==> config.mk <==
export PLATFORM = sky130hd
export DESIGN_NAME = fvcw_front
export DESIGN_NICKNAME = d
export VERILOG_FILES = /design/src/design/fvcw_pkg.sv /design/src/design/fvcw_front.sv
export SDC_FILE = /design/constraint.sdc
export NUM_CORES = 2
export LEC_CHECK = 0
export BUFFER_PORTS_ARGS = -buffer_cell sky130_fd_sc_hd__buf_2
export CORE_UTILIZATION = 50
export CTS_CLUSTER_DIAMETER = 150
export DETAILED_ROUTE_END_ITERATION = 10
export PLACE_DENSITY = 0.67
export SYNTH_ARGS = -nofsm -noshare
export SYNTH_HDL_FRONTEND = slang
export SYNTH_SLANG_ARGS = --single-unit
==> constraint.sdc <==
create_clock -name clk -period 7.6 [get_ports clk]
set_clock_uncertainty 0.15 [all_clocks]
set_input_delay 0 -clock clk [delete_from_list [all_inputs] [get_ports clk]]
set_output_delay 0 -clock clk [all_outputs]
set_load 0.02 [all_outputs]
==> src/design/fvcw_pkg.sv <==
package fvcw_pkg;

  localparam int FLOW_W       = 16;
  localparam int ANGLE_ITER   = 16;
  localparam int ATAN_ENTRIES = 24;
  localparam int CORDIC_STEPS = (ANGLE_ITER < ATAN_ENTRIES) ? ANGLE_ITER : ATAN_ENTRIES;
  localparam int STEP_W       = $clog2(ATAN_ENTRIES);
  localparam int SQ_W         = 2 * FLOW_W - 1;
  localparam int SUM_W        = 2 * FLOW_W + 1;
  localparam int FRAC_W       = 16;
  localparam int RADIUS_W     = FRAC_W + 1;
  localparam int ROOT_W       = (SQ_W + FRAC_W + 1) / 2;
  localparam int RAD_W        = 2 * ROOT_W;
  localparam int CORDIC_W     = FLOW_W + 8 + 3;
  localparam int TURN_W       = 32;
  localparam int WHEEL_SIZE   = 55;
  localparam int KIDX_W       = 6;
  localparam int COLOR_W      = 8;
  localparam int V_W          = COLOR_W + FRAC_W;
  localparam int CNT_W        = $clog2(((ROOT_W > ATAN_ENTRIES) ? ROOT_W : ATAN_ENTRIES) + 1);
  localparam int Q_DEPTH      = 2;
  localparam int QPTR_W       = $clog2(Q_DEPTH);

  typedef struct packed {
    logic                     unknown;
    logic signed [FLOW_W-1:0] flow_x;
    logic signed [FLOW_W-1:0] flow_y;
    logic [SQ_W-1:0]          sq;
    logic [SQ_W-1:0]          max_sq;
  } q_item_t;

  localparam logic [COLOR_W-1:0] WHEEL_R [WHEEL_SIZE] = '{
    8'd255, 8'd255, 8'd255, 8'd255, 8'd255, 8'd255, 8'd255, 8'd255, 8'd255, 8'd255,
    8'd255, 8'd255, 8'd255, 8'd255, 8'd255,
    8'd255, 8'd213, 8'd170, 8'd128, 8'd85, 8'd43,
    8'd0, 8'd0, 8'd0, 8'd0,
    8'd0, 8'd0, 8'd0, 8'd0, 8'd0, 8'd0, 8'd0, 8'd0, 8'd0, 8'd0, 8'd0,
    8'd0, 8'd19, 8'd39, 8'd58, 8'd78, 8'd98, 8'd117, 8'd137, 8'd156, 8'd176,
    8'd196, 8'd215, 8'd235,
    8'd255, 8'd255, 8'd255, 8'd255, 8'd255, 8'd255
  };

  localparam logic [COLOR_W-1:0] WHEEL_G [WHEEL_SIZE] = '{
    8'd0, 8'd17, 8'd34, 8'd51, 8'd68, 8'd85, 8'd102, 8'd119, 8'd136, 8'd153,
    8'd170, 8'd187, 8'd204, 8'd221, 8'd238,
    8'd255, 8'd255, 8'd255, 8'd255, 8'd255, 8'd255,
    8'd255, 8'd255, 8'd255, 8'd255,
    8'd255, 8'd232, 8'd209, 8'd186, 8'd163, 8'd140, 8'd116, 8'd93, 8'd70, 8'd47, 8'd24,
    8'd0, 8'd0, 8'd0, 8'd0, 8'd0, 8'd0, 8'd0, 8'd0, 8'd0, 8'd0,
    8'd0, 8'd0, 8'd0,
    8'd0, 8'd0, 8'd0, 8'd0, 8'd0, 8'd0
  };

  localparam logic [COLOR_W-1:0] WHEEL_B [WHEEL_SIZE] = '{
    8'd0, 8'd0, 8'd0, 8'd0, 8'd0, 8'd0, 8'd0, 8'd0, 8'd0, 8'd0,
    8'd0, 8'd0, 8'd0, 8'd0, 8'd0,
    8'd0, 8'd0, 8'd0, 8'd0, 8'd0, 8'd0,
    8'd0, 8'd63, 8'd127, 8'd191,
    8'd255, 8'd255, 8'd255, 8'd255, 8'd255, 8'd255, 8'd255, 8'd255, 8'd255, 8'd255, 8'd255,
    8'd255, 8'd255, 8'd255, 8'd255, 8'd255, 8'd255, 8'd255, 8'd255, 8'd255, 8'd255,
    8'd255, 8'd255, 8'd255,
    8'd255, 8'd213, 8'd170, 8'd128, 8'd85, 8'd43
  };

  // arctangent of 2^-i in Q0.32 turns
  function automatic logic [TURN_W-1:0] atan_turns(input logic [STEP_W-1:0] i);
    logic [TURN_W-1:0] a;
    unique case (i)
      5'd0:    a = 32'h20000000;
      5'd1:    a = 32'h12E4051E;
      5'd2:    a = 32'h09FB385B;
      5'd3:    a = 32'h051111D4;
      5'd4:    a = 32'h028B0D43;
      5'd5:    a = 32'h0145D7E1;
      5'd6:    a = 32'h00A2F61E;
      5'd7:    a = 32'h00517C55;
      5'd8:    a = 32'h0028BE53;
      5'd9:    a = 32'h00145F2F;
      5'd10:   a = 32'h000A2F98;
      5'd11:   a = 32'h000517CC;
      5'd12:   a = 32'h00028BE6;
      5'd13:   a = 32'h000145F3;
      5'd14:   a = 32'h0000A2FA;
      5'd15:   a = 32'h0000517D;
      5'd16:   a = 32'h000028BE;
      5'd17:   a = 32'h0000145F;
      5'd18:   a = 32'h00000A30;
      5'd19:   a = 32'h00000518;
      5'd20:   a = 32'h0000028C;
      5'd21:   a = 32'h00000146;
      5'd22:   a = 32'h000000A3;
      5'd23:   a = 32'h00000051;
      default: a = '0;
    endcase
    return a;
  endfunction

endpackage

==> src/design/fvcw_front.sv <==
module fvcw_front import fvcw_pkg::*; (
  input  logic                     clk,
  input  logic                     rst_n,
  input  logic                     in_valid,
  output logic                     in_ready,
  input  logic                     command,
  input  logic                     frame_start,
  input  logic signed [FLOW_W-1:0] flow_x,
  input  logic signed [FLOW_W-1:0] flow_y,
  input  logic                     unknown,
  output logic                     push,
  output q_item_t                  push_item,
  input  logic                     q_full
);

  logic                     s1_valid_r;
  logic                     s1_cmd_r, s1_start_r, s1_unk_r;
  logic signed [FLOW_W-1:0] s1_x_r, s1_y_r;
  logic [2*FLOW_W-1:0]      s1_xx_r, s1_yy_r;
  logic [SQ_W-1:0]          max_r, max_nxt, base;
  logic signed [2*FLOW_W-1:0] xx_full, yy_full;
  logic [SUM_W-1:0]         sum;
  logic [SQ_W-1:0]          sq;
  logic                     s1_done;

  assign xx_full = flow_x * flow_x;
  assign yy_full = flow_y * flow_y;

  assign sum = {1'b0, s1_xx_r} + {1'b0, s1_yy_r};
  assign sq  = (sum[SUM_W-1:SQ_W] != '0) ? {SQ_W{1'b1}} : sum[SQ_W-1:0];

  // measure items retire at once; colorize items wait for queue room
  assign s1_done  = s1_valid_r && (!s1_cmd_r || !q_full);
  assign in_ready = !s1_valid_r || s1_done;
  assign push     = s1_done && s1_cmd_r;

  assign push_item.unknown = s1_unk_r;
  assign push_item.flow_x  = s1_x_r;
  assign push_item.flow_y  = s1_y_r;
  assign push_item.sq      = sq;
  assign push_item.max_sq  = max_r;

  always_comb begin
    base    = s1_start_r ? '0 : max_r;
    max_nxt = max_r;
    if (s1_done && !s1_cmd_r) begin
      max_nxt = (!s1_unk_r && sq > base) ? sq : base;
    end
  end

  always_ff @(posedge clk) begin
    if (!rst_n) begin
      s1_valid_r <= 1'b0;
      max_r      <= '0;
    end else begin
      max_r <= max_nxt;
      if (in_ready) s1_valid_r <= in_valid;
    end
  end

  always_ff @(posedge clk) begin
    if (in_ready && in_valid) begin
      s1_cmd_r   <= command;
      s1_start_r <= frame_start;
      s1_unk_r   <= unknown;
      s1_x_r     <= flow_x;
      s1_y_r     <= flow_y;
      s1_xx_r    <= xx_full;
      s1_yy_r    <= yy_full;
    end
  end

endmodule

==> impl.org <==
** Synth
- The cell count after synthesis came out at ~2500.
- In this run, synthesis produced a sequential element count of approximately 130.
- Dominant combinational cell family by area after synthesis :: adder cells
- EDFF count, synth :: 95
- Basic-gate share of the synthesized area counting and, or, nand and nor cells :: 0.109
- Ys flop type :: edfxtp_1
- Synthesis instantiated 77 different standard cells from the library.
- Compound-Gate Fraction of Synth Area :: 0.0914
- Of the total synthesized cell area, the portion taken by full adders, half adders and majority gates is 0.508.
- Counting every net in the synthesized netlist gives around 3300.
- Portion of the post-synthesis area used by sequential elements :: 0.143
- The Yosys step of the flow raised 0 warnings.
- A synthesized cell averages 9.73 um2.
- Syn Std Cell Area :: 24400 um2
- Of the total synthesized cell area, the portion taken by XOR and XNOR cells is 0.0366.
- Proportion of synthesized area in mux cells :: 0.00164
- Share of synthesized flip-flops with an asynchronous set or reset :: 0

** Final layout
- For this run, the post-layout net count is approximately 3400.
- Summing all flip-flop and latch instances after layout gives about 3500 um2.
- Fraction of layout instances using a drive strength above 1 :: 0.0768
- Relative to the synthesized area, the layout overhead comes to 8.76%.
- Final non-filler cell area :: between 20000 and 30000 um2
- The multi-input combinational cells in the finished layout cover a total of about 18000 um2.
- Diode insertion count for antenna repair :: 0
- Leaving out fill and tap cells, the most frequent cell in the layout is inv_1.
- Top library cells by usage in the layout, fill and taps aside :: inv_1 (631), fa_1 (468), ha_1 (243)
- Fillers :: 4200

** Routing
- Routed len/inst :: about 17 um
- The detail route stage leaves a number of antenna-violating nets equal to 0.
- In the routed design, unresolved DRC markers number 0.
- Mean number of vias per cell :: 5.33
- For this block, the initial DRC count from the detailed router was 1113.
- Post-Route WL :: between 50 and 60 mm
- The pre-antenna-repair detailed-routing pass consisted of 5 iterations.
- Vias after detailed routing :: ~17000

** Floorplanning
- Die X-Extent :: 223 um
- 136 I/O pins were placed.
- Y dimension of the die :: between 200 and 250 um
- Total die area :: ~50000 um2
- The floorplan has 80 rows.
- Starting density of the core :: 0.509
- After floorplanning, the core was sized to cover around 48000 um2.

** Critical path
- The worst setup path is launched from an input pin.
- Along the worst path, the maximum fanout reaches 20.
- By startpoint and endpoint, the worst setup path is classified as input pin to register.
- Data arrives at the worst endpoint at ~7.1 ns.
- Among the stages of the critical path, the cell type that occurs most often is fa_1.
- Bufs and invs on worst path :: 5
- Slowest cell on crit path :: fa_1
- Category of cells accounting for the largest share of critical-path delay :: adder cells
- On the worst path, the slowest cell contributes a delay of slightly above 0.9 ns.
- For the worst setup path, the data required time is approximately 7.6 ns.
- Kind of end point of the critical path :: register
- The signal on the critical path passes through dlygate4sd3_1 > buf_2 > inv_1 > nor2_1 > fa_1 > fa_1 > fa_1 > fa_1 > fa_1 > inv_1 > fa_1 > inv_1 > ha_1 > a21oi_1 > o21ai_0 > nor2_1 > nor2_1 > nand2_1 > o31ai_1 > o41a_1 > xnor2_1.

** Timing
- Summed over all failing endpoints, the final setup total negative slack is 0 ns.
- Worst-Margin Slew :: ~1.1 ns
- The total count of hold-check failures in the final report was 0.
- Max-slew violation count :: 0
- Measured against its own limit, the worst slew margin works out to 0.248.
- Counting I/O delays and the setup requirement, the final critical path takes 7.07 ns.
- Setup violations remaining at the end of the flow were counted as 0.
- Setup repair after global routing left no endpoint under its margin.
- Based on the critical path, the design can be clocked at up to between 100 and 150 MHz.
- Of the available clock period, the critical path in the final layout requires 0.930.

** Global route
- The number of antenna violations at the first check in global routing came to 0.
- Entering global routing, the biggest net connects 75 pins.
- Number of global-route vias before repair :: 18800
- Total grt overflow :: 0
- The first global-routing pass estimated about 92 mm of wire.
- Overall Global Routing Usage :: 0.233

** CTS
- TritonCTS built the clock tree.
- The number of setup buffers added after CTS is 0.
- The later pin in the worst-skew pair is clocked with a latency of approximately 0.45 ns.
- H-Tree Level Count :: 4
- The clock passes through at most 2 buffers.
- Clock tree synthesis found a total of approximately 130 sinks.
- Clock transition time at the flip-flop clock pins of the worst setup and hold paths :: around 0.060 ns
- Cts bufs inserted :: 17
- The cell sitting at the root of the clock tree is a clkbuf_16.

** Place
- Number of I/O port buffers :: approximately 140
- After detailed placement, the total cell area comes to roughly 26000 um2.
- Last weighted congestion value of the routability-driven placer :: roughly 0.9
- Detailed placement finished with a half-perimeter wire length of 44.5 mm.

** Min path
- The worst hold path belongs to the class input pin to register.

** Status
- The flow ran to the end, and the final reports show no timing, DRC or antenna violations.

** Run
- Across the run, the number of max-cap violations was 0.
logic make-up after synthesis:
| logic type | count (synthesis) |
|---|---|
| fa+ha+maj | 711 |
| buf+inv | 696 |
| mux | 4 |
| simple gates | 549 |
| flops | 127 |
| xor+xnor | 102 |
| compound gates | 322 |
registers in the layout (all words and copies together) (netlist names):
| register | cells |
|---|---|
| max_r | 31 |
| s1_cmd_r | 1 |
| s1_start_r | 1 |
| s1_unk_r | 1 |
| s1_valid_r | 1 |
| s1_x_r | 16 |
| s1_xx_r | 30 |
| s1_y_r | 16 |
| s1_yy_r | 30 |
final cells by class:
cell class	instances	area share
Clock buffer	18	0.0162
Sequential cell	127	0.132
Multi-Input combinational cell	1688	0.687
Inverter	631	0.0892
Tap cell	615	0.0290
Timing Repair Buffer	178	0.0412
Clock inverter	14	0.00589
per-stage QoR:
| step | std cells | setup WS, ns | utilization | hold WS [ns] |
|---|---|---|---|---|
| floorplan | 2511 | 1.50 | - | -0.0702 |
| global placement | 3201 | 0.931 | 0.534 | 0.0341 |
| detailed placement | 3201 | 0.624 | 0.534 | 0.0281 |
| CTS | 3271 | 0.531 | 0.554 | 0.0751 |
| global route | 3271 | 0.106 | 0.554 | 0.115 |
| finish | 3271 | 0.535 | 0.554 | 0.0981 |
worst paths after layout:
path / from / end / cells past startpoint / slack (ns)
setup / recovery: flow_y[15] / s1_yy_r[31] / 21 / 0.53
setup reg to reg: s1_xx_r[2] / max_r[1] / 19 / 1.32
hold / removal: q_full / s1_unk_r / 3 / 0.1
hold reg to reg: max_r[8] / max_r[8] / 1 / 0.35
synthesized netlist by cell type, types with 46 or more instances:
| cell type | n | share of area |
|---|---|---|
| nand2_1 | 197 | 0.030 |
| a21oi_1 | 82 | 0.017 |
| nor2_1 | 100 | 0.015 |
| inv_1 | 631 | 0.097 |
| fa_1 | 468 | 0.38 |
| clkbuf_1 | 46 | 0.0071 |
| o21ai_0 | 47 | 0.0096 |
| and2_1 | 93 | 0.024 |
| nand2b_1 | 52 | 0.013 |
| xnor2_1 | 80 | 0.029 |
| ha_1 | 243 | 0.12 |
| edfxtp_1 | 95 | 0.12 |
worst min-delay path: cells and delay by family:
family / cells / cell delay, ns
buf+inv: 1 / 0.09
simple gates: 2 / 0.39
what timing repair did:
action,CTS,global route
resized for setup,0,0
endpoints found under the setup margin,0,0
hold endpoints to repair,60,0
hold buffers,38,0
routing by layer:
| metal | wire length, um | up-vias | GRT usage |
|---|---|---|---|
| met5 | 0 | - | 0 |
| met4 | 1430 | 0 | 0.0765 |
| met3 | 2870 | 82 | 0.0287 |
| met2 | 26400 | 451 | 0.394 |
| met1 | 23300 | 8811 | 0.312 |
| li1 | - | 8081 | - |
Power is left out: the tool's default activity adds up to more than one toggle a clock period on the data nets, which glitch-free logic cannot reach.
