<file path="config.mk">
export PLATFORM = sky130hd
export DESIGN_NAME = fvcw_queue
export DESIGN_NICKNAME = d
export VERILOG_FILES = /design/src/design/fvcw_pkg.sv /design/src/design/fvcw_queue.sv
export SDC_FILE = /design/constraint.sdc
export NUM_CORES = 1
export LEC_CHECK = 0
export BUFFER_PORTS_ARGS = -buffer_cell sky130_fd_sc_hd__buf_4
export CAP_MARGIN = 20
export CORE_UTILIZATION = 56
export DETAILED_ROUTE_END_ITERATION = 8
export PLACE_DENSITY = 0.81
export RECOVER_POWER = 50
export SYNTH_ARGS = -nofsm -noshare
export SYNTH_HDL_FRONTEND = slang
export SYNTH_SLANG_ARGS = --single-unit
</file>
<file path="constraint.sdc">
create_clock -name clk -period 17.5 [get_ports clk]
set_input_delay 4.375 -clock clk [delete_from_list [all_inputs] [get_ports clk]]
set_output_delay 4.375 -clock clk [all_outputs]
set_load 0.02 [all_outputs]
</file>
<file path="src/design/fvcw_pkg.sv">
package fvcw_pkg;

  localparam int FLOW_W       = 16;
  localparam int ANGLE_ITER   = 16;
  localparam int ATAN_ENTRIES = 24;
  localparam int CORDIC_STEPS = (ANGLE_ITER < ATAN_ENTRIES) ? ANGLE_ITER : ATAN_ENTRIES;
  localparam int STEP_W       = $clog2(ATAN_ENTRIES);
  localparam int SQ_W         = 2 * FLOW_W - 1;
  localparam int SUM_W        = 2 * FLOW_W + 1;
  localparam int FRAC_W       = 16;
  localparam int RADIUS_W     = FRAC_W + 1;
  localparam int ROOT_W       = (SQ_W + FRAC_W + 1) / 2;
  localparam int RAD_W        = 2 * ROOT_W;
  localparam int CORDIC_W     = FLOW_W + 8 + 3;
  localparam int TURN_W       = 32;
  localparam int WHEEL_SIZE   = 55;
  localparam int KIDX_W       = 6;
  localparam int COLOR_W      = 8;
  localparam int V_W          = COLOR_W + FRAC_W;
  localparam int CNT_W        = $clog2(((ROOT_W > ATAN_ENTRIES) ? ROOT_W : ATAN_ENTRIES) + 1);
  localparam int Q_DEPTH      = 2;
  localparam int QPTR_W       = $clog2(Q_DEPTH);

  typedef struct packed {
    logic                     unknown;
    logic signed [FLOW_W-1:0] flow_x;
    logic signed [FLOW_W-1:0] flow_y;
    logic [SQ_W-1:0]          sq;
    logic [SQ_W-1:0]          max_sq;
  } q_item_t;

  localparam logic [COLOR_W-1:0] WHEEL_R [WHEEL_SIZE] = '{
    8'd255, 8'd255, 8'd255, 8'd255, 8'd255, 8'd255, 8'd255, 8'd255, 8'd255, 8'd255,
    8'd255, 8'd255, 8'd255, 8'd255, 8'd255,
    8'd255, 8'd213, 8'd170, 8'd128, 8'd85, 8'd43,
    8'd0, 8'd0, 8'd0, 8'd0,
    8'd0, 8'd0, 8'd0, 8'd0, 8'd0, 8'd0, 8'd0, 8'd0, 8'd0, 8'd0, 8'd0,
    8'd0, 8'd19, 8'd39, 8'd58, 8'd78, 8'd98, 8'd117, 8'd137, 8'd156, 8'd176,
    8'd196, 8'd215, 8'd235,
    8'd255, 8'd255, 8'd255, 8'd255, 8'd255, 8'd255
  };

  localparam logic [COLOR_W-1:0] WHEEL_G [WHEEL_SIZE] = '{
    8'd0, 8'd17, 8'd34, 8'd51, 8'd68, 8'd85, 8'd102, 8'd119, 8'd136, 8'd153,
    8'd170, 8'd187, 8'd204, 8'd221, 8'd238,
    8'd255, 8'd255, 8'd255, 8'd255, 8'd255, 8'd255,
    8'd255, 8'd255, 8'd255, 8'd255,
    8'd255, 8'd232, 8'd209, 8'd186, 8'd163, 8'd140, 8'd116, 8'd93, 8'd70, 8'd47, 8'd24,
    8'd0, 8'd0, 8'd0, 8'd0, 8'd0, 8'd0, 8'd0, 8'd0, 8'd0, 8'd0,
    8'd0, 8'd0, 8'd0,
    8'd0, 8'd0, 8'd0, 8'd0, 8'd0, 8'd0
  };

  localparam logic [COLOR_W-1:0] WHEEL_B [WHEEL_SIZE] = '{
    8'd0, 8'd0, 8'd0, 8'd0, 8'd0, 8'd0, 8'd0, 8'd0, 8'd0, 8'd0,
    8'd0, 8'd0, 8'd0, 8'd0, 8'd0,
    8'd0, 8'd0, 8'd0, 8'd0, 8'd0, 8'd0,
    8'd0, 8'd63, 8'd127, 8'd191,
    8'd255, 8'd255, 8'd255, 8'd255, 8'd255, 8'd255, 8'd255, 8'd255, 8'd255, 8'd255, 8'd255,
    8'd255, 8'd255, 8'd255, 8'd255, 8'd255, 8'd255, 8'd255, 8'd255, 8'd255, 8'd255,
    8'd255, 8'd255, 8'd255,
    8'd255, 8'd213, 8'd170, 8'd128, 8'd85, 8'd43
  };

  // arctangent of 2^-i in Q0.32 turns
  function automatic logic [TURN_W-1:0] atan_turns(input logic [STEP_W-1:0] i);
    logic [TURN_W-1:0] a;
    unique case (i)
      5'd0:    a = 32'h20000000;
      5'd1:    a = 32'h12E4051E;
      5'd2:    a = 32'h09FB385B;
      5'd3:    a = 32'h051111D4;
      5'd4:    a = 32'h028B0D43;
      5'd5:    a = 32'h0145D7E1;
      5'd6:    a = 32'h00A2F61E;
      5'd7:    a = 32'h00517C55;
      5'd8:    a = 32'h0028BE53;
      5'd9:    a = 32'h00145F2F;
      5'd10:   a = 32'h000A2F98;
      5'd11:   a = 32'h000517CC;
      5'd12:   a = 32'h00028BE6;
      5'd13:   a = 32'h000145F3;
      5'd14:   a = 32'h0000A2FA;
      5'd15:   a = 32'h0000517D;
      5'd16:   a = 32'h000028BE;
      5'd17:   a = 32'h0000145F;
      5'd18:   a = 32'h00000A30;
      5'd19:   a = 32'h00000518;
      5'd20:   a = 32'h0000028C;
      5'd21:   a = 32'h00000146;
      5'd22:   a = 32'h000000A3;
      5'd23:   a = 32'h00000051;
      default: a = '0;
    endcase
    return a;
  endfunction

endpackage

</file>
<file path="src/design/fvcw_queue.sv">
module fvcw_queue import fvcw_pkg::*; (
  input  logic    clk,
  input  logic    rst_n,
  input  logic    push,
  input  q_item_t push_item,
  output logic    full,
  input  logic    pop,
  output logic    not_empty,
  output q_item_t head
);

  q_item_t             mem_r [Q_DEPTH];
  logic [QPTR_W-1:0]   wr_r, rd_r;
  logic [QPTR_W:0]     cnt_r;

  assign full      = (cnt_r == (QPTR_W+1)'(Q_DEPTH));
  assign not_empty = (cnt_r != '0);
  assign head      = mem_r[rd_r];

  always_ff @(posedge clk) begin
    if (!rst_n) begin
      wr_r  <= '0;
      rd_r  <= '0;
      cnt_r <= '0;
    end else begin
      if (push) wr_r <= wr_r + 1'b1;
      if (pop)  rd_r <= rd_r + 1'b1;
      unique case ({push, pop})
        2'b10:   cnt_r <= cnt_r + 1'b1;
        2'b01:   cnt_r <= cnt_r - 1'b1;
        default: cnt_r <= cnt_r;
      endcase
    end
  end

  always_ff @(posedge clk) begin
    if (push) mem_r[wr_r] <= push_item;
  end

endmodule

</file>
==> flow_metrics.py, run 1 <==
metrics = {
    "status": {
        "run_status": "finished, violations left",
        "failed_checks": "max-capacitance violations, max-slew violations",
    },
    "yosys": {
        "synth-seq-area-share_pct": 79.8,
        "synth.lib_cells_used.distinct": 19,
        "synthesis.area_per_instance_um2": 22.9,
        "synth_seq_cells": 195,
        "syn_nets": 418,
        "syn-cell-area_mm2": 0.00727,
        "synthCells": 318,
        "yosys_warnings": 0,
    },
    "finish": {
        "num-nets-final": 625,
        "mostFrequentLayoutCell": "sky130_fd_sc_hd__edfxtp_1",
        "layoutNonFillerInstCount": 711,
        "mostFrequentLayoutCells": "sky130_fd_sc_hd__edfxtp_1, sky130_fd_sc_hd__buf_4, sky130_fd_sc_hd__clkbuf_4",
        "area_delta_synth_final_pct": 28.6,
        "final_layout_size_suffix_gt1_share_pct": 54.3,
    },
    "drt": {
        "drcViolationCount": 0,
        "vias_per_cell": 5.15,
        "ant_nets": 0,
        "drt_iter0_drc": 187,
        "num_vias": 3660,
        "route.final.wire_length_um": 13000,
        "wire_per_inst_um": 18.3,
        "drt_pass1_iterations": 4,
    },
    "floorplanning": {
        "core_area_mm2": 0.0126,
        "initial_utilization_pct": 57.6,
        "die-height_um": 116,
        "pin_count": 196,
        "num_rows": 41,
        "die_area_mm2": 0.0135,
        "die_w_um": 116,
    },
    "flow_run": {
        "cap_violations": 2,
    },
    "worst_setup_path": {
        "critical_path.endpoint_type": "flip-flop",
        "timing.critical_path.buf_inv": 2,
        "crit_cells": 3,
        "cpLargestDelayFamily": "simple AND/OR/NAND/NOR gates",
        "cp_slowest_cell": "sky130_fd_sc_hd__and2_0",
        "timing.reg2reg.worst_path_depth": 2,
        "timing.critical_path.fanout_max": 53,
        "worst_ep_arrival_time_ns": 7.50,
        "crit_chain": "clkbuf_1 -> and2_0 -> buf_4",
        "slowest_delay_ns": 2.09,
        "worst-endpoint-required_ns": 17.55,
        "critPathLaunchType": "input pin",
        "path_class": "in -> reg",
    },
    "clocking": {
        "cts_hold_buf": 0,
        "cts_max_level": 4,
        "clkLatencyLatePin_ns": 0.42,
        "clock_tree_from_tritoncts": "done",
        "clock_tree.buffer_depth": 2,
        "postCtsSetupBuffers": 0,
        "number_of_clock_buffers_inserted_by_tritoncts": 17,
        "cts.repair.resized": 0,
        "numClockSinks": 195,
        "root_buffer": "sky130_fd_sc_hd__clkbuf_16",
        "clk_pin_slew_worst_paths_ns": 0.07,
    },
    "grt": {
        "grt_max_degree": 59,
        "grt_antenna_before_repair": 1,
        "global_route.overflow_total": 0,
        "grt_usage_pct": 19.9,
        "first_global_vias": 3733,
        "global_route_wire_length_before_repair_um": 19100,
    },
    "timing": {
        "hold_viol_final": 0,
        "final_period_minus_worst_setup_slack_ns": 7.45,
        "tns_ns": 0,
        "report.final.slew_viol_count": 76,
        "maxClockFrequency_mhz": 134,
        "final.period_utilization_pct": 42.5,
        "final-setup-viol-count": 0,
        "timing_worst_slew_pin_value_ns": 2.87,
        "grt_setup_unrepaired": "false",
        "finalClockSkew_ns": 0.00906,
        "slew_hr_pct": -91.7,
    },
    "placed_design": {
        "detailedPlacementHpwl_um": 8660,
        "finalWeightedCongestion": 0.711,
        "port_buffers": 195,
        "dp_cells": 677,
    },
    "pwr": {
        "comb_power_share_pct": 13.3,
        "power_switching_share_pct": 22.2,
        "internal-power_mw": 0.835,
        "max-vdd-ir-drop_v": 0.0000643,
        "fraction_of_power_consumed_by_the_clock_network_pct": 35.5,
        "power_switching_mw": 0.239,
        "power.density_cell_area_mw_per_mm2": 115,
        "leakage_nw": 3.53,
        "power_frac_seq_pct": 51.3,
    },
    "worst_hold_path": {
        "min-delay-path-class": "reg -> reg",
        "whs_path_depth": 2,
    },
}
[sequential cells by signal, summed over array words and instances (netlist names), named ones only]
register,cells
cnt_r,2
wr_r,1
mem_r,190
rd_r,1
[worst min-delay path: stages, from the launching register on]
cell,delay [ns]
sky130_fd_sc_hd__dfxtp_1,0.34
sky130_fd_sc_hd__o21ai_0,0.08
sky130_fd_sc_hd__a21boi_1,0.06
[power by group through the flow]
stage	combinational, mW	clock, mW	sequential [mW]
2_1_floorplan	0.0889	0	0.556
3_5_place_dp	0.147	0	0.560
5_1_grt	0.151	0.406	0.552
3_3_place_gp	0.145	0	0.558
6_report	0.142	0.381	0.550
4_1_cts	0.148	0.389	0.550
[through the flow]
step | power [mW] | setup WS, ns | utilization, % | hold WS [ns] | area (um^2)
4_1_cts | 1.09 | 10.46 | 75.2 | 0.516 | 9490
3_3_place_gp | 0.703 | 10.94 | 70.5 | 0.476 | 8900
3_5_place_dp | 0.707 | 10.88 | 70.5 | 0.508 | 8900
2_1_floorplan | 0.645 | 8.50 | - | 0.461 | 7270
5_1_grt | 1.11 | 9.73 | 74.1 | 0.592 | 9350
6_report | 1.07 | 10.05 | 74.1 | 0.533 | 9360
[synth_stat cells, drive strengths merged]
library cell,instances,area (um^2)
edfxtp,190,5710
mux2,95,1260
buf,11,92.6
dfxtp,5,100
and2,4,25.0
xnor2,2,17.5
a21boi,1,7.51
and2b,1,8.76
ha,1,12.5
inv,1,3.75
nor2,1,3.75
nor2b,1,6.26
o21a,1,7.51
o21ai,1,5.00
or2,1,6.26
or3,1,6.26
xor2,1,8.76
[per-layer routing]
metal / vias up / share of wire (%) / GRT usage (%)
met5: - / 0 / 0
met4: 0 / 2.1 / 9.57
met1: 1801 / 39 / 23.9
li1: 1670 / - / -
met3: 23 / 8.7 / 6.90
met2: 166 / 50 / 32.3
[layout make-up]
class,instances,area (um^2)
Clock buffer,18,429
Inverter,1,3.75
Tap cell,172,215
Sequential cell,195,5810
Antenna cell,1,2.50
Clock inverter,14,160
Fill cell,793,3260
Multi-Input combinational cell,111,1370
Timing Repair Buffer,199,1360
[worst paths after layout]
check | start | end | slack [ns]
worst max-delay path | push | mem_r[1][71] | 10.05
worst min-delay path | cnt_r[1] | cnt_r[1] | 0.53
worst max register to register | wr_r | mem_r[1][71] | 13.77
worst min register to register | cnt_r[1] | cnt_r[1] | 0.53
[cell families (layout without fill, tap and decap cells)]
kind of cell	count (synthesis)	in the layout	synth area share [%]
compound gates	3	3	0.275
xor+xnor	3	3	0.361
fa+ha+maj	1	1	0.172
buf+inv	12	232	1.32
flops	195	195	79.8
mux	95	95	17.3
other cells	0	1	0
simple gates	9	9	0.774
Power figures use the tool's default switching activity.
==> run 2: changes to the inputs <==
CORE_UTILIZATION = 47   (was 56)
PLACE_DENSITY = 0.72   (was 0.81)
clock period = 6.53 ns   (was 17.5 ns; I/O delays follow)
==> run 2 against run 1 <==
Against the previous run: the run still ends with max-capacitance violations, max-slew violations left; register-to-register slack got worse by 11 ns; clock skew decreased by 0.0028 ns; count of clock-buffer cells in the layout increased by 2; worst setup slack got worse by 8.1 ns; sequential power increased to 2.7 times the previous value; first-iteration DRC count increased by 21%; global-route usage decreased by 3.4 points; power increased to 2.6 times the previous value; clock power increased to 2.6 times the previous value; final cell count increased by 2.0%; core utilization decreased by 12 points; die area increased by 19%.
==> flow_metrics.py, run 2 (synthesis gave the netlist of run 1 again) <==
metrics = {
    "placed_design": {
        "finalWeightedCongestion": 0.675,
        "port_buffers": 195,
        "detailedPlacementHpwl_um": 8500,
    },
    "grt": {
        "global_route_wire_length_before_repair_um": 19200,
        "grt_antenna_before_repair": 0,
        "global_route.overflow_total": 0,
        "grt_usage_pct": 16.5,
        "grt_max_degree": 82,
        "first_global_vias": 3718,
    },
    "timing": {
        "timing_worst_slew_pin_value_ns": 2.60,
        "maxClockFrequency_mhz": 220,
        "report.final.slew_viol_count": 39,
        "grt_setup_unrepaired": "false",
        "final.period_utilization_pct": 69.7,
        "tns_ns": 0,
        "final-setup-viol-count": 0,
        "final_period_minus_worst_setup_slack_ns": 4.55,
        "slew_hr_pct": -73.4,
        "finalClockSkew_ns": 0.00622,
        "hold_viol_final": 0,
    },
    "clocking": {
        "postCtsSetupBuffers": 0,
        "clkLatencyLatePin_ns": 0.42,
        "clk_pin_slew_worst_paths_ns": 0.07,
        "clock_tree_from_tritoncts": "done",
        "numClockSinks": 195,
        "root_buffer": "sky130_fd_sc_hd__clkbuf_16",
        "cts.repair.resized": 0,
        "clock_tree.buffer_depth": 2,
        "number_of_clock_buffers_inserted_by_tritoncts": 17,
        "cts_max_level": 4,
        "cts_hold_buf": 0,
    },
    "finish": {
        "largest_reg_flops": 190,
        "area_delta_synth_final_pct": 28.6,
        "final_layout_size_suffix_gt1_share_pct": 54.4,
        "antennaDiodeCount": 0,
        "layout_top_registers": "mem_r: 190 flops, cnt_r: 2 flops",
        "mostFrequentLayoutCells": "sky130_fd_sc_hd__edfxtp_1, sky130_fd_sc_hd__buf_4, sky130_fd_sc_hd__clkbuf_4",
        "registers.top_by_ff_count": "mem_r",
        "fin_util_pct": 61.8,
        "num-nets-final": 625,
        "mostFrequentLayoutCell": "sky130_fd_sc_hd__edfxtp_1",
    },
    "worst_setup_path": {
        "worst-endpoint-required_ns": 6.58,
        "cp_slowest_cell": "sky130_fd_sc_hd__and2_0",
        "critical_path.endpoint_type": "flip-flop",
        "path_class": "in -> reg",
        "critPathLaunchType": "input pin",
        "crit_chain": "clkbuf_1 -> and2_0 -> buf_4",
        "slowest_delay_ns": 1.90,
        "worst_ep_arrival_time_ns": 4.60,
        "timing.critical_path.fanout_max": 58,
    },
    "drt": {
        "drt_pass1_iterations": 4,
        "wire_per_inst_um": 17.6,
        "drt_iter0_drc": 227,
        "num_vias": 3628,
        "drcViolationCount": 0,
        "route.final.wire_length_um": 12800,
        "ant_nets": 0,
        "vias_per_cell": 5.00,
    },
    "floorplanning": {
        "die_w_um": 126,
        "pin_count": 196,
        "num_rows": 45,
        "die-height_um": 126,
        "core_area_mm2": 0.0151,
        "initial_utilization_pct": 48.0,
        "die_area_mm2": 0.0160,
    },
    "pwr": {
        "p_total_mw": 2.83,
        "leakage_nw": 3.52,
        "power.density_cell_area_mw_per_mm2": 302,
        "max-vdd-ir-drop_v": 0.000201,
    },
    "status": {
        "failed_checks": "max-capacitance violations, max-slew violations",
        "run_status": "finished, violations left",
    },
    "worst_hold_path": {
        "min-delay-path-class": "reg -> reg",
    },
    "flow_run": {
        "cap_violations": 1,
    },
}
run 2: worst paths after layout:
check / from / end / slack [ns] / cells past startpoint
worst min-delay path: cnt_r[1] / cnt_r[1] / 0.50 / 2
worst max register to register: wr_r / mem_r[1][94] / 2.98 / 2
worst min register to register: cnt_r[1] / cnt_r[1] / 0.50 / 2
worst max-delay path: push / mem_r[1][94] / 1.98 / 3
run 2: final cells by class:
type	count	area (um^2)
clock buffer	20	437
multi-input combinational	111	1370
fill	1142	5790
inverter	1	3.75
tap	188	235
clock inverter	11	111
sequential	195	5810
timing repair buffer	199	1390
run 2: through the flow:
stage	setup WS (ns)	instances	instance area, um^2	hold WS (ns)
floorplan	0.274	318	7270	0.461
global placement	3.02	694	8920	0.470
detailed placement	2.95	694	8920	0.501
finish	1.98	725	9350	0.499
CTS	2.55	725	9470	0.511
global route	1.68	725	9350	0.553
run 2: layer usage:
layer | vias to the layer above | track usage [%] | wire length, um
met5 | - | 0 | 0
met4 | 0 | 5.53 | 65
met3 | 6 | 6.28 | 931
met2 | 146 | 26.8 | 6460
met1 | 1803 | 20.3 | 5300
li1 | 1673 | - | -
run 2: critical path: cells and delay by family:
family,cells,cell delay (ns)
and+or+nand+nor,1,1.90
buffers and inverters,2,1.01
run 2: power breakdown:
group	leakage, nW	switching (mW)	internal, mW
Combinational	1.43	0.191	0.191
Clock	0.256	0.418	0.557
Sequential	1.83	0.0243	1.45
Total	3.52	0.634	2.19
==> run 3: changes to the inputs <==
CORE_UTILIZATION = 52   (was 47)
PLACE_DENSITY = 0.76   (was 0.72)
clock period = 4.5 ns   (was 6.53 ns; I/O delays follow)
==> run 3 against run 2 <==
Against the previous run: die area decreased by 9.5%; hold slack better by 0.043 ns; final cell count shrank 1.2%; via count fell by 1.5%; the run still ends with max-capacitance violations, max-slew violations left; core utilization is 8.1 points higher; combinational power increased by 46%; clock skew fell by 0.0019 ns; global-route usage grew 1.1 points; critical path type is now reg -> out; clock power rose by 36%; register-to-register slack got worse by 1.2 ns.
==> flow_metrics.py, run 3 (synthesis gave the netlist of run 1 again) <==
metrics = {
    "status": {
        "run_status": "finished, violations left",
        "failed_checks": "max-capacitance violations, max-slew violations",
    },
    "worst_setup_path": {
        "worst_ep_arrival_time_ns": 2.15,
        "path_class": "reg -> out",
        "timing.critical_path.fanout_max": 46,
        "critPathLaunchType": "flip-flop",
        "cpMostUsedCell": "sky130_fd_sc_hd__buf_4",
        "timing.rr.end": "mem_r[0][10]",
        "slowest_delay_ns": 0.78,
        "r2r_setup_slack_ns": 1.82,
        "worst-endpoint-required_ns": 3.38,
        "crit-reg2reg-launch": "wr_r",
        "timing.reg2reg.worst_path_depth": 2,
        "crit_chain": "buf_4 -> mux2_2 -> buf_4",
        "critical_path.endpoint_type": "output pin",
        "crit_path_end": "head[1]",
        "cp_slowest_cell": "sky130_fd_sc_hd__dfxtp_4",
    },
    "timing": {
        "finalClockSkew_ns": 0.00429,
        "maxClockFrequency_mhz": 306,
        "tns_ns": 0,
        "report.final.slew_viol_count": 23,
        "final_period_minus_worst_setup_slack_ns": 3.27,
        "grt_setup_unrepaired": "false",
        "final.period_utilization_pct": 72.7,
        "slew_hr_pct": -35.0,
        "hold_viol_final": 0,
        "holdWs_ns": 0.543,
        "final-setup-viol-count": 0,
        "timing_worst_slew_pin_value_ns": 2.02,
    },
    "grt": {
        "grt_antenna_before_repair": 1,
        "global_route.overflow_total": 0,
        "first_global_vias": 3681,
        "global_route_wire_length_before_repair_um": 18500,
        "grt_max_degree": 75,
        "grt_usage_pct": 17.5,
    },
    "clocking": {
        "cts_hold_buf": 0,
        "clock_tree.buffer_depth": 2,
        "cts_max_level": 4,
        "numClockSinks": 195,
        "clkLatencyLatePin_ns": 0.42,
        "root_buffer": "sky130_fd_sc_hd__clkbuf_16",
        "postCtsSetupBuffers": 0,
        "number_of_clock_buffers_inserted_by_tritoncts": 17,
        "cts.repair.resized": 0,
        "clock_tree_from_tritoncts": "done",
        "clk_pin_slew_worst_paths_ns": 0.06,
    },
    "finish": {
        "mostFrequentLayoutCell": "sky130_fd_sc_hd__edfxtp_1",
        "area_delta_synth_final_pct": 29.2,
        "num-nets-final": 626,
        "layoutNonFillerInstCount": 716,
        "layout_top_registers": "mem_r: 190 flops, cnt_r: 2 flops",
        "mostFrequentLayoutCells": "sky130_fd_sc_hd__edfxtp_1, sky130_fd_sc_hd__buf_4, sky130_fd_sc_hd__clkbuf_4",
        "registers.top_by_ff_count": "mem_r",
        "largest_reg_flops": 190,
        "final_layout_size_suffix_gt1_share_pct": 57.1,
    },
    "floorplanning": {
        "initial_utilization_pct": 54.1,
        "die_area_mm2": 0.0145,
        "num_rows": 42,
        "die-height_um": 120,
        "die_w_um": 120,
        "core_area_mm2": 0.0135,
        "pin_count": 196,
    },
    "drt": {
        "drt_pass1_iterations": 4,
        "ant_nets": 0,
        "vias_per_cell": 4.99,
        "drt_iter0_drc": 224,
        "route.final.wire_length_um": 12400,
        "wire_per_inst_um": 17.3,
        "num_vias": 3574,
        "drcViolationCount": 0,
    },
    "pwr": {
        "power_switching_mw": 0.898,
        "comb_power_share_pct": 13.8,
        "power_switching_share_pct": 22.3,
        "leakage_nw": 3.57,
        "power_frac_seq_pct": 53.1,
        "fraction_of_power_consumed_by_the_clock_network_pct": 33.1,
        "internal-power_mw": 3.13,
        "max-vdd-ir-drop_v": 0.000269,
        "p_total_mw": 4.03,
        "power.density_cell_area_mw_per_mm2": 429,
    },
    "worst_hold_path": {
        "min-delay-path-class": "reg -> reg",
    },
    "placed_design": {
        "finalWeightedCongestion": 0.712,
        "port_buffers": 195,
        "detailedPlacementHpwl_um": 8370,
        "dp_cells": 683,
    },
    "flow_run": {
        "cap_violations": 1,
    },
}
## run 3: cell types whose count changed in the layout (fill, tap and decap cells not counted), sizes merged
cell / previous run / this run
diode: 0 / 1
clkinv: 5 / 9
bufinv: 2 / 1
inv: 2 / 1
buf: 102 / 103
clkbuf: 117 / 116
## run 3: metal layers
layer  vias to the layer above  track usage, %  wire length, um
met5                         -               0                0
met4                         0            8.41              277
met3                        18            5.75             1010
met2                       147            29.0             6090
met1                      1730            20.8             4970
li1                       1679               -                -
## run 3: worst max-delay path: cells and delay by family (launching register included)
| family | cells | cell delay [ns] |
|---|---|---|
| flops | 1 | 0.78 |
| buf+inv | 2 | 0.56 |
| mux | 1 | 0.38 |
## run 3: worst min-delay path by stage
stage / startpoint / endpoint / slack [ns] / cells past startpoint
2_1_floorplan: cnt_r[1] / cnt_r[1] / 0.46 / 2
3_3_place_gp: cnt_r[1] / cnt_r[1] / 0.47 / 2
3_5_place_dp: cnt_r[1] / cnt_r[1] / 0.53 / 2
4_1_cts: cnt_r[1] / cnt_r[1] / 0.54 / 2
5_1_grt: cnt_r[1] / cnt_r[1] / 0.59 / 2
6_report: cnt_r[1] / cnt_r[1] / 0.54 / 2
## run 3: power by group through the flow
stage	clock (mW)	sequential, mW	combinational, mW
finish	1.33	2.14	0.556
global route	1.43	2.15	0.587
CTS	1.36	2.14	0.575
detailed placement	0	2.18	0.573
global placement	0	2.17	0.565
floorplan	0	2.16	0.346
## run 3: layout make-up
cell class              instances  area [um^2]
diodes                          1         2.50
clock buffers                  19          433
clock inverters                13         93.8
fillers                       886         4060
inverters                       1         3.75
multi-input cells             111         1380
flip-flops and latches        195         5810
well taps                     176          220
repair buffers                200         1460
## run 3: metrics by stage
step / worst slack [ns] / utilization, % / area (um^2)
after floorplan: 0.420 / - / 7280
after global placement: 1.64 / 66.5 / 8940
after detailed placement: 1.62 / 66.5 / 8940
after CTS: 1.17 / 70.4 / 9470
after global routing: 0.999 / 69.8 / 9390
final: 1.23 / 69.8 / 9400
